$ cat src/rtl/core/tve_pkg.sv
package tve_pkg;

	// tag that opens the value
	localparam int unsigned TagLen = 9;
	localparam int unsigned MpW = 4;

	localparam logic [15:0] CapReset = 16'd64;

	// verdict codes
	typedef enum logic [2:0] {
		ST_OK        = 3'd0,
		ST_NOT_FOUND = 3'd1,
		ST_EMPTY     = 3'd2,
		ST_TOO_LONG  = 3'd3,
		ST_TRUNCATED = 3'd4
	} status_t;

	// one result beat from the scanner to the output register
	typedef struct packed {
		logic       has_byte;
		logic [7:0] value_byte;
		logic       done_res;
		status_t    status;
	} result_t;

	// characters of "vermagic=" by match position
	function automatic logic [7:0] tag_char(input logic [MpW-1:0] idx);
		logic [7:0] c;
		case (idx)
			4'd0: c = 8'h76;
			4'd1: c = 8'h65;
			4'd2: c = 8'h72;
			4'd3: c = 8'h6d;
			4'd4: c = 8'h61;
			4'd5: c = 8'h67;
			4'd6: c = 8'h69;
			4'd7: c = 8'h63;
			4'd8: c = 8'h3d;
			default: c = 8'h00;
		endcase
		return c;
	endfunction

endpackage

$ cat src/rtl/core/tve_regs.sv
module tve_regs (
	input  logic        clk,
	input  logic        arst_n,
	input  logic        psel,
	input  logic        penable,
	input  logic        pwrite,
	input  logic [2:0]  paddr,
	input  logic [31:0] pwdata,
	output logic [31:0] prdata,
	output logic        pready,
	output logic [15:0] capacity
);

	logic [15:0] capacity_q;
	logic        sel_cap;

	assign sel_cap = (paddr[2] == 1'b0);
	assign pready  = 1'b1;

	// capacity register write
	always_ff @(posedge clk or negedge arst_n) begin
		if (!arst_n) begin
			capacity_q <= tve_pkg::CapReset;
		end else if (psel && penable && pwrite && sel_cap) begin
			capacity_q <= pwdata[15:0];
		end
	end

	// read back
	always_comb begin
		prdata = 32'd0;
		if (sel_cap) begin
			prdata = {16'd0, capacity_q};
		end
	end

	assign capacity = capacity_q;

endmodule

$ cat src/rtl/core/tve_scan.sv
module tve_scan (
	input  logic              clk,
	input  logic              arst_n,
	input  logic              in_valid,
	output logic              in_stall,
	input  logic [7:0]        data_byte,
	input  logic              end_of_data,
	input  logic [15:0]       capacity,
	input  logic              res_ready,
	output logic              res_valid,
	output tve_pkg::result_t  res
);

	typedef enum logic [1:0] {
		PH_SEARCH = 2'd0,
		PH_VALUE  = 2'd1,
		PH_DONE   = 2'd2
	} phase_t;

	localparam logic [tve_pkg::MpW-1:0] MpFull = tve_pkg::MpW'(tve_pkg::TagLen);

	logic                     valid_s1;
	logic [7:0]               byte_s1;
	logic                     last_s1;
	phase_t                   phase_q, phase_n;
	logic [tve_pkg::MpW-1:0]  mp_q, mp_n;
	logic [15:0]              count_q, count_n;
	logic                     advance;
	tve_pkg::result_t         res_n;
	logic                     has_res;
	logic [16:0]              count_inc;
	logic                     tag_hit;

	assign count_inc = {1'b0, count_q} + 17'd1;
	assign tag_hit   = (mp_q < MpFull) && (byte_s1 == tve_pkg::tag_char(mp_q));

	// next state and result for the beat in stage 1
	always_comb begin
		phase_n = phase_q;
		mp_n    = mp_q;
		count_n = count_q;
		has_res = 1'b0;
		res_n   = '{has_byte: 1'b0, value_byte: 8'd0, done_res: 1'b0,
			status: tve_pkg::ST_OK};
		case (phase_q)
			PH_SEARCH: begin
				if (tag_hit) begin
					mp_n = mp_q + 1'b1;
				end else begin
					mp_n = (byte_s1 == tve_pkg::tag_char('0)) ? 4'd1 : 4'd0;
				end
				if (last_s1) begin
					has_res         = 1'b1;
					res_n.done_res  = 1'b1;
					res_n.status    = (mp_n == MpFull) ? tve_pkg::ST_TRUNCATED
						: tve_pkg::ST_NOT_FOUND;
					mp_n            = '0;
				end else if (mp_n == MpFull) begin
					phase_n = PH_VALUE;
					count_n = '0;
				end
			end
			PH_VALUE: begin
				has_res        = 1'b1;
				res_n.done_res = 1'b1;
				if (byte_s1 == 8'd0) begin
					res_n.status = (count_q == 16'd0) ? tve_pkg::ST_EMPTY
						: tve_pkg::ST_OK;
					phase_n      = PH_DONE;
				end else if (count_inc >= {1'b0, capacity}) begin
					res_n.status = tve_pkg::ST_TOO_LONG;
					phase_n      = PH_DONE;
				end else begin
					count_n          = count_inc[15:0];
					res_n.has_byte   = 1'b1;
					res_n.value_byte = byte_s1;
					res_n.done_res   = last_s1;
					res_n.status     = last_s1 ? tve_pkg::ST_TRUNCATED : tve_pkg::ST_OK;
				end
			end
			default: begin
			end
		endcase
		// end of frame re-arms the search
		if (last_s1) begin
			phase_n = PH_SEARCH;
			mp_n    = '0;
			count_n = '0;
		end
	end

	// a beat with no result moves on even while the output waits
	assign advance   = valid_s1 && (!has_res || res_ready);
	assign in_stall  = valid_s1 && !advance;
	assign res_valid = valid_s1 && has_res;
	assign res       = res_n;

	// input register
	always_ff @(posedge clk or negedge arst_n) begin
		if (!arst_n) begin
			valid_s1 <= 1'b0;
		end else if (!valid_s1 || advance) begin
			valid_s1 <= in_valid;
		end
	end

	always_ff @(posedge clk) begin
		if (in_valid && !in_stall) begin
			byte_s1 <= data_byte;
			last_s1 <= end_of_data;
		end
	end

	// scan state
	always_ff @(posedge clk or negedge arst_n) begin
		if (!arst_n) begin
			phase_q <= PH_SEARCH;
			mp_q    <= '0;
			count_q <= '0;
		end else if (advance) begin
			phase_q <= phase_n;
			mp_q    <= mp_n;
			count_q <= count_n;
		end
	end

	// progress never runs past the tag length
	assert property (@(posedge clk) disable iff (!arst_n) mp_q <= MpFull)
		else $error("match progress beyond tag length");

	// while searching the count is clear
	assert property (@(posedge clk) disable iff (!arst_n)
		phase_q == PH_SEARCH |-> count_q == 16'd0)
		else $error("value count not clear while searching");

	// the value phase always holds a full tag match
	assert property (@(posedge clk) disable iff (!arst_n)
		phase_q == PH_VALUE |-> mp_q == MpFull)
		else $error("value phase without full tag");

	// a held beat in stage 1 is not dropped
	assert property (@(posedge clk) disable iff (!arst_n)
		valid_s1 && !advance |=> valid_s1 && $stable(byte_s1))
		else $error("stage 1 beat lost while held");

endmodule

$ cat src/rtl/core/tve_out.sv
module tve_out (
	input  logic              clk,
	input  logic              arst_n,
	input  logic              res_valid,
	input  tve_pkg::result_t  res,
	output logic              res_ready,
	output logic              out_valid,
	input  logic              out_stall,
	output logic              has_byte,
	output logic [7:0]        value_byte,
	output logic              done_res,
	output logic [2:0]        status
);

	logic             valid_q;
	tve_pkg::result_t res_q;

	assign res_ready = !valid_q || !out_stall;

	// result register
	always_ff @(posedge clk or negedge arst_n) begin
		if (!arst_n) begin
			valid_q <= 1'b0;
		end else if (res_ready) begin
			valid_q <= res_valid;
		end
	end

	always_ff @(posedge clk) begin
		if (res_ready && res_valid) begin
			res_q <= res;
		end
	end

	assign out_valid  = valid_q;
	assign has_byte   = res_q.has_byte;
	assign value_byte = res_q.value_byte;
	assign done_res   = res_q.done_res;
	assign status     = 3'(res_q.status);

endmodule

$ cat src/rtl/core/tagged_value_extractor.sv
// an accepted input beat passes the input register, then the result register
// throughput: one input beat per cycle while in_stall is low; beats with no result pass even
//   while a result beat waits in the output register
// reset: arst_n clears the scan state to searching and capacity to 64;
//   no clearing pass, the block takes beats right after reset
module tagged_value_extractor (
	input  logic        clk,
	input  logic        arst_n,
	input  logic        in_valid,
	output logic        in_stall,
	input  logic [7:0]  data_byte,
	input  logic        end_of_data,
	output logic        out_valid,
	input  logic        out_stall,
	output logic        has_byte,
	output logic [7:0]  value_byte,
	output logic        done_res,
	output logic [2:0]  status,
	input  logic        psel,
	input  logic        penable,
	input  logic        pwrite,
	input  logic [2:0]  paddr,
	input  logic [31:0] pwdata,
	output logic [31:0] prdata,
	output logic        pready
);

	logic [15:0]      capacity;
	logic             res_valid;
	logic             res_ready;
	tve_pkg::result_t res;

	// configuration registers
	tve_regs u_regs (
		.clk      (clk),
		.arst_n   (arst_n),
		.psel     (psel),
		.penable  (penable),
		.pwrite   (pwrite),
		.paddr    (paddr),
		.pwdata   (pwdata),
		.prdata   (prdata),
		.pready   (pready),
		.capacity (capacity)
	);

	// tag search and value extraction
	tve_scan u_scan (
		.clk         (clk),
		.arst_n      (arst_n),
		.in_valid    (in_valid),
		.in_stall    (in_stall),
		.data_byte   (data_byte),
		.end_of_data (end_of_data),
		.capacity    (capacity),
		.res_ready   (res_ready),
		.res_valid   (res_valid),
		.res         (res)
	);

	// result register
	tve_out u_out (
		.clk        (clk),
		.arst_n     (arst_n),
		.res_valid  (res_valid),
		.res        (res),
		.res_ready  (res_ready),
		.out_valid  (out_valid),
		.out_stall  (out_stall),
		.has_byte   (has_byte),
		.value_byte (value_byte),
		.done_res   (done_res),
		.status     (status)
	);

endmodule

$ cat config.mk
export PLATFORM = sky130hd
export DESIGN_NAME = tagged_value_extractor
export DESIGN_NICKNAME = d
export VERILOG_FILES = /design/src/rtl/core/tve_pkg.sv /design/src/rtl/core/tve_regs.sv /design/src/rtl/core/tve_scan.sv /design/src/rtl/core/tve_out.sv /design/src/rtl/core/tagged_value_extractor.sv
export SDC_FILE = /design/constraint.sdc
export NUM_CORES = 1
export LEC_CHECK = 0
export ABC_AREA = 1
export BUFFER_PORTS_ARGS = -buffer_cell sky130_fd_sc_hd__buf_2
export CAP_MARGIN = 20
export CORE_MARGIN = 10
export CORE_UTILIZATION = 50
export CTS_CLUSTER_DIAMETER = 40
export DETAILED_ROUTE_END_ITERATION = 16
export PLACE_DENSITY = 0.81
export SETUP_SLACK_MARGIN = 0.3
export SLEW_MARGIN = 15
export SYNTH_ARGS = -nofsm -noshare
export SYNTH_HDL_FRONTEND = slang
export SYNTH_SLANG_ARGS = --single-unit
$ cat constraint.sdc
create_clock -name clk -period 8.2 [get_ports clk]
set_input_delay 1.23 -clock clk [delete_from_list [all_inputs] [get_ports clk]]
set_output_delay 1.23 -clock clk [all_outputs]
set_load 0.01 [all_outputs]
==> results of run 1 <==
sequential cells by signal, summed over array words and instances, names as in the netlist:
name / flops
u_regs.capacity: 16
u_out.done_res: 1
u_out.out_valid: 1
u_out.value_byte: 8
u_scan.valid_s1: 1
u_scan.count_q: 16
u_scan.phase_q: 2
u_out.status: 3
u_scan.mp_q: 4
u_scan.byte_s1: 8
u_out.has_byte: 1
u_scan.last_s1: 1
report_power, final:
group,switching (mW),total [mW],internal [mW]
logic,0.142,0.208,0.0662
clock network,0.122,0.259,0.138
registers,0.0171,0.386,0.369
logic make-up after synthesis:
logic type	count (synthesis)
AND/OR/NAND/NOR	262
buffers and inverters	113
flip-flops	62
AO/OA/AOI/OAI	42
adder cells (fa/ha/maj)	26
XOR/XNOR	12
other	2
layout by cell type, fill, tap and decap left out, types with 17 or more instances in the layout:
cell and n:
a21oi_1 25, buf_2 63, conb_1 17, dfrtp_1 39, edfxtp_1 22, ha_1 26, inv_1 84, nand2_1 115
nand3_1 36, nor2_1 75
metrics by stage:
| stage | power, mW | instances |
|---|---|---|
| floorplan | 0.542 | 534 |
| global placement | 0.591 | 672 |
| detailed placement | 0.601 | 672 |
| CTS | 0.860 | 688 |
| global route | 0.907 | 689 |
| finish | 0.853 | 689 |
critical path: cells and delay by family, from the launching register on:
family,cells,cell delay [ps]
simple gates,13,1630
fa+ha+maj,2,530
flops,1,440
xor+xnor,1,250
compound gates,2,200
buf+inv,3,190
per-layer routing:
layer,up-vias,GRT usage,share of wire
met1,1579,0.174,0.41
met4,0,0.0623,0.018
met3,20,0.0415,0.084
li1,1730,-,-
met2,120,0.253,0.49
met5,-,0,0
layout make-up:
| class | instances | share of cell area |
|---|---|---|
| timing repair buffer | 64 | 0.0729 |
| tap | 102 | 0.0282 |
| sequential | 62 | 0.367 |
| multi-input combinational | 359 | 0.418 |
| clock buffer | 9 | 0.0274 |
| inverter | 86 | 0.0724 |
| clock inverter | 7 | 0.0144 |
worst max path at each step:
stage	to
2_1_floorplan	prdata[10]
3_3_place_gp	u_out.status[2]
3_5_place_dp	u_out.status[2]
4_1_cts	u_out.status[2]
5_1_grt	u_out.status[2]
6_report	u_out.status[2]
==> impl_metrics.py, run 1 <==
metrics = {
    "synthesis": {
        "synth.mux.area_fraction": 0,
        "synth_warnings": 0,
        "synthTopCellsByCount": "nand2_1, inv_1, nor2_1",
        "syn_inst": 519,
        "synth.distinct_cells": 38,
        "synth-seq-cells": 62,
        "synth_top_family_by_area": "simple AND/OR/NAND/NOR gates",
        "synth-simple-area-share": 0.289,
        "synthTopCellsByArea": "dfrtp_1, edfxtp_1, nand2_1",
        "synthAdderAreaFrac": 0.0811,
        "yosys_most_used_dff": "dfrtp_1",
        "synth.top_cell.area_share": 0.243,
        "synth_xor_area_frac": 0.0262,
        "syn_area_um2": 4010,
        "yosysSeqAreaShare": 0.415,
        "yosysTopAreaCell": "dfrtp_1",
        "synth_most_common_cell": "nand2_1",
        "synth_compound_area_frac": 0.0590,
        "synthArstFlopShare": 0.645,
        "synth_area_per_cell_um2": 7.73,
        "synth_edf_count": 22,
    },
    "worst_setup_path": {
        "r2r_slack_ps": 4710,
        "cpMaxStageDelayCell": "dfrtp_1",
        "criticalPathCategory": "register to register",
        "cp_max_fo": 10,
        "r2r-end": "u_out.status[2]",
        "r2r_start": "u_scan.count_q[0]",
        "cp-end-kind": "register",
        "cp.required_ps": 8290,
        "critPathLaunchType": "register",
        "cpPeakStageDelay_ps": 440,
        "cp_cell_sequence": "ha_1 -> nand3_1 -> nor2_2 -> and3_2 -> nand3_2 -> xor2_1 -> inv_1 -> ha_1 -> nand2_1 -> inv_1 -> nand2_1 -> nor2_1 -> a21oi_1 -> nand2_1 -> nand2_1 -> nand2_1 -> nand2_1 -> nand2_4 -> inv_1 -> nand2_1 -> a21oi_1",
        "cp-startpoint": "u_scan.count_q[0]",
        "arrival_ps": 3590,
        "crit_top_cell": "nand2_1",
        "r2r_cells": 21,
    },
    "placed_design": {
        "port_buffers": 63,
        "placed_area_um2": 4320,
        "place_congestion": 0.890,
        "place_hpwl_um": 6820,
        "dp_slack_ps": 4750,
    },
    "power_and_ir_drop": {
        "p_leak_nw": 2.54,
        "vdd_drop_max_mv": 0.101,
        "p_per_area_nw_per_um2": 188,
    },
    "clock_network": {
        "clk_latency_ps": 350,
        "cts_tree": "yes",
        "post_cts_buffers": 0,
        "clk_path_buf_depth": 2,
        "postCtsHoldBufs": 0,
        "cts_resized": 0,
        "htree_levels": 3,
        "cts-root-buf": "clkbuf_8",
        "cts_inserted_buffers": 9,
        "clk_pin_slew_ps": 70,
        "numClockSinks": 62,
    },
    "floorplan": {
        "ioPinCount": 99,
        "core_area_um2": 7770,
        "rows": 32,
        "die_w_um": 110,
        "start_util": 0.516,
        "fp.dieH_um": 110,
        "die-area_um2": 12000,
    },
    "global_routing": {
        "grt-ovfl-total": 0,
        "grtUsageTotal": 0.149,
        "grt_max_degree": 41,
        "antenna_found_initial": 0,
        "grt_pass1_vias": 3279,
        "grt_pass1_wl_um": 14400,
    },
    "timing": {
        "fin_ws_ps": 4710,
        "finalCritPeriodShare": 0.426,
        "slew_headroom": 0.384,
        "finalCriticalPeriod_ps": 3490,
        "tightest_slew_ps": 921,
        "hold_viol": 0,
        "tns_ps": 0,
        "clock.fmax_mhz": 286,
        "finalClockSkew_ps": 10.9,
        "setup_viol_count_final": 0,
        "slew_viol_final": 0,
        "hold_ws_ps": 516,
        "rsz0062_at_grt": "no",
    },
    "finish": {
        "nFillCells": 715,
        "seq_area_um2": 1660,
        "area_growth_pct": 12.9,
        "design_area_um2": 4530,
        "layout.nets": 659,
        "drive_gt1_frac": 0.170,
        "diodes": 0,
        "final_util": 0.583,
        "multi_input_area_um2": 1890,
    },
    "detailed_routing": {
        "ant_nets": 0,
        "drc_errors": 0,
        "drtIter0Drc": 199,
        "vias": 3449,
        "drt_first_pass_iters": 6,
        "via_per_inst": 5.01,
        "avgRoutedWirePerCell_um": 12.9,
        "drt_wl_total_um": 8870,
    },
    "worst_hold_path": {
        "hold_end": "u_regs.capacity[6]",
        "min_path_cells": 2,
        "hold_class": "register to register",
        "min_from": "u_regs.capacity[6]",
    },
    "run_status": {
        "outcome": "complete, no violations",
    },
    "job": {
        "drv_cap": 0,
    },
}
Note: power is estimated with default switching activity, not from simulation.
==> run 2: changes to the inputs <==
- clock period: 8.2 -> 3.27 ns (I/O delays scaled with it)
==> impl_metrics.py, run 2 (same netlist as run 1, synthesis figures left out) <==
metrics = {
    "floorplan": {
        "die_w_um": 110,
        "rows": 32,
        "die-area_um2": 12000,
        "fp.dieH_um": 110,
        "start_util": 0.516,
        "core_area_um2": 7770,
        "ioPinCount": 99,
    },
    "worst_setup_path": {
        "cp.required_ps": 3370,
        "cp-end-kind": "register",
        "arrival_ps": 3170,
        "cp_cell_sequence": "ha_4 -> nand3_4 -> nor2_4 -> and3_4 -> nand3_4 -> xor2_2 -> inv_2 -> ha_4 -> nand2_2 -> inv_2 -> nand2_4 -> nor2_4 -> a21oi_2 -> nand2_1 -> nand2_1 -> nand2_1 -> nand2_2 -> nand2_4 -> inv_2 -> nand2_4 -> clkbuf_16 -> nor2_1",
        "criticalPathCategory": "register to register",
        "r2r-end": "u_out.value_byte[2]",
        "cp_max_fo": 4,
        "critPathLaunchType": "register",
        "r2r_slack_ps": 200,
        "cpPeakStageDelay_ps": 420,
        "cpMaxStageDelayCell": "dfrtp_2",
        "r2r_start": "u_scan.count_q[0]",
        "r2r_cells": 22,
        "cp-startpoint": "u_scan.count_q[0]",
    },
    "power_and_ir_drop": {
        "switching_share": 0.323,
        "power_frac_seq": 0.395,
        "pwr-share-clk": 0.330,
        "vdd_drop_max_mv": 0.219,
        "power_frac_comb": 0.275,
        "report.power.total_mw": 2.46,
        "p_leak_nw": 2.73,
        "p_int_mw": 1.67,
        "switchingPower_mw": 0.796,
        "p_per_area_nw_per_um2": 473,
    },
    "detailed_routing": {
        "ant_nets": 0,
        "drt_wl_total_um": 11300,
        "avgRoutedWirePerCell_um": 15.8,
        "vias": 3771,
        "drt_first_pass_iters": 5,
        "drtIter0Drc": 306,
        "via_per_inst": 5.27,
        "drc_errors": 0,
    },
    "global_routing": {
        "grt_pass1_vias": 3469,
        "grt_pass1_wl_um": 15900,
        "grt_max_degree": 41,
        "grt-ovfl-total": 0,
        "grtUsageTotal": 0.164,
        "antenna_found_initial": 0,
    },
    "clock_network": {
        "cts_inserted_buffers": 9,
        "clk_pin_slew_ps": 80,
        "numClockSinks": 62,
        "clk_path_buf_depth": 2,
        "htree_levels": 3,
        "postCtsHoldBufs": 0,
        "cts_tree": "yes",
        "cts-root-buf": "clkbuf_8",
        "clk_latency_ps": 350,
    },
    "placed_design": {
        "port_buffers": 63,
        "place_hpwl_um": 6910,
        "place_congestion": 0.886,
    },
    "timing": {
        "slew_viol_final": 0,
        "hold_ws_ps": 284,
        "hold_viol": 0,
        "finalClockSkew_ps": 8.38,
        "rsz0062_at_grt": "yes",
        "finalCritPeriodShare": 0.937,
        "slew_headroom": 0.365,
        "tns_ps": 0,
        "clock.fmax_mhz": 326,
        "finalCriticalPeriod_ps": 3070,
        "setup_viol_count_final": 0,
        "tightest_slew_ps": 953,
    },
    "finish": {
        "final_cell_mix": "nand2_1, inv_1, nor2_1",
        "layout.nets": 685,
        "area_growth_pct": 29.9,
        "drive_gt1_frac": 0.308,
        "diodes": 0,
        "final_common_cell": "nand2_1",
    },
    "run_status": {
        "outcome": "complete, no violations",
    },
    "job": {
        "drv_cap": 0,
    },
    "worst_hold_path": {
        "hold_class": "input pin to asynchronous set/reset pin",
    },
}
==> run 2: changes by cell type in the layout (fill, tap and decap cells not counted), moves of 9 or more <==
cell | previous run | this run
buf_4 | 0 | 18
nand3_1 | 36 | 19
nand3_2 | 3 | 17
nand2_2 | 1 | 10
nor2_1 | 75 | 66
nand2_1 | 115 | 104
==> run 2: layout make-up <==
class	count	area, um2
multi-input combinational	360	2260
sequential	62	1670
inverter	86	328
timing repair buffer	89	584
fill	595	2560
clock buffer	9	124
tap	102	128
clock inverter	7	113
==> run 2: per-stage QoR <==
step	utilization	worst slack, ps	instance area, um2	instances
final	0.670	205	5210	715
after global routing	0.670	100	5210	715
after floorplan	-	407	4070	534
after detailed placement	0.564	0.705	4380	678
after global placement	0.564	116	4380	678
after CTS	0.619	277	4810	704
==> run 2: what timing repair did <==
action                     in CTS  in global routing
pin swaps                       9                 32
resized for setup              20                 65
setup endpoints to repair      31                 31
setup buffers                  10                  8
cloned                          0                  2
==> run 2: layer usage <==
metal	wire length, um	GRT usage	up-vias
met2	5700	0.273	172
met3	863	0.0421	43
li1	-	-	1783
met1	4370	0.200	1773
met5	0	0	-
met4	342	0.0669	0
==> run 2: power by group through the flow <==
stage | Combinational (mW) | Sequential (mW) | Clock [mW]
finish | 0.678 | 0.972 | 0.813
global route | 0.745 | 0.983 | 0.863
CTS | 0.572 | 0.967 | 0.820
detailed placement | 0.558 | 0.982 | 0
global placement | 0.535 | 0.976 | 0
floorplan | 0.364 | 0.995 | 0
==> run 2: worst max path at each step <==
stage | endpoint | slack [ps] | cells after the start
floorplan | u_out.status[2] | 410 | 21
global placement | u_out.value_byte[4] | 120 | 22
detailed placement | u_out.value_byte[5] | 0.7 | 22
CTS | u_out.value_byte[4] | 280 | 21
global route | u_out.value_byte[2] | 100 | 22
finish | u_out.value_byte[2] | 200 | 22
==> run 2: critical path, delay by kind of cell, from the launching register on <==
| family | cells | cell delay (ps) |
|---|---|---|
| buffers and inverters | 4 | 350 |
| xor gates and xnor gates | 1 | 210 |
| DFF | 1 | 420 |
| adders and majority gates | 2 | 450 |
| and+or+nand+nor | 14 | 1320 |
| AOI/OAI and AO/OA | 1 | 60 |
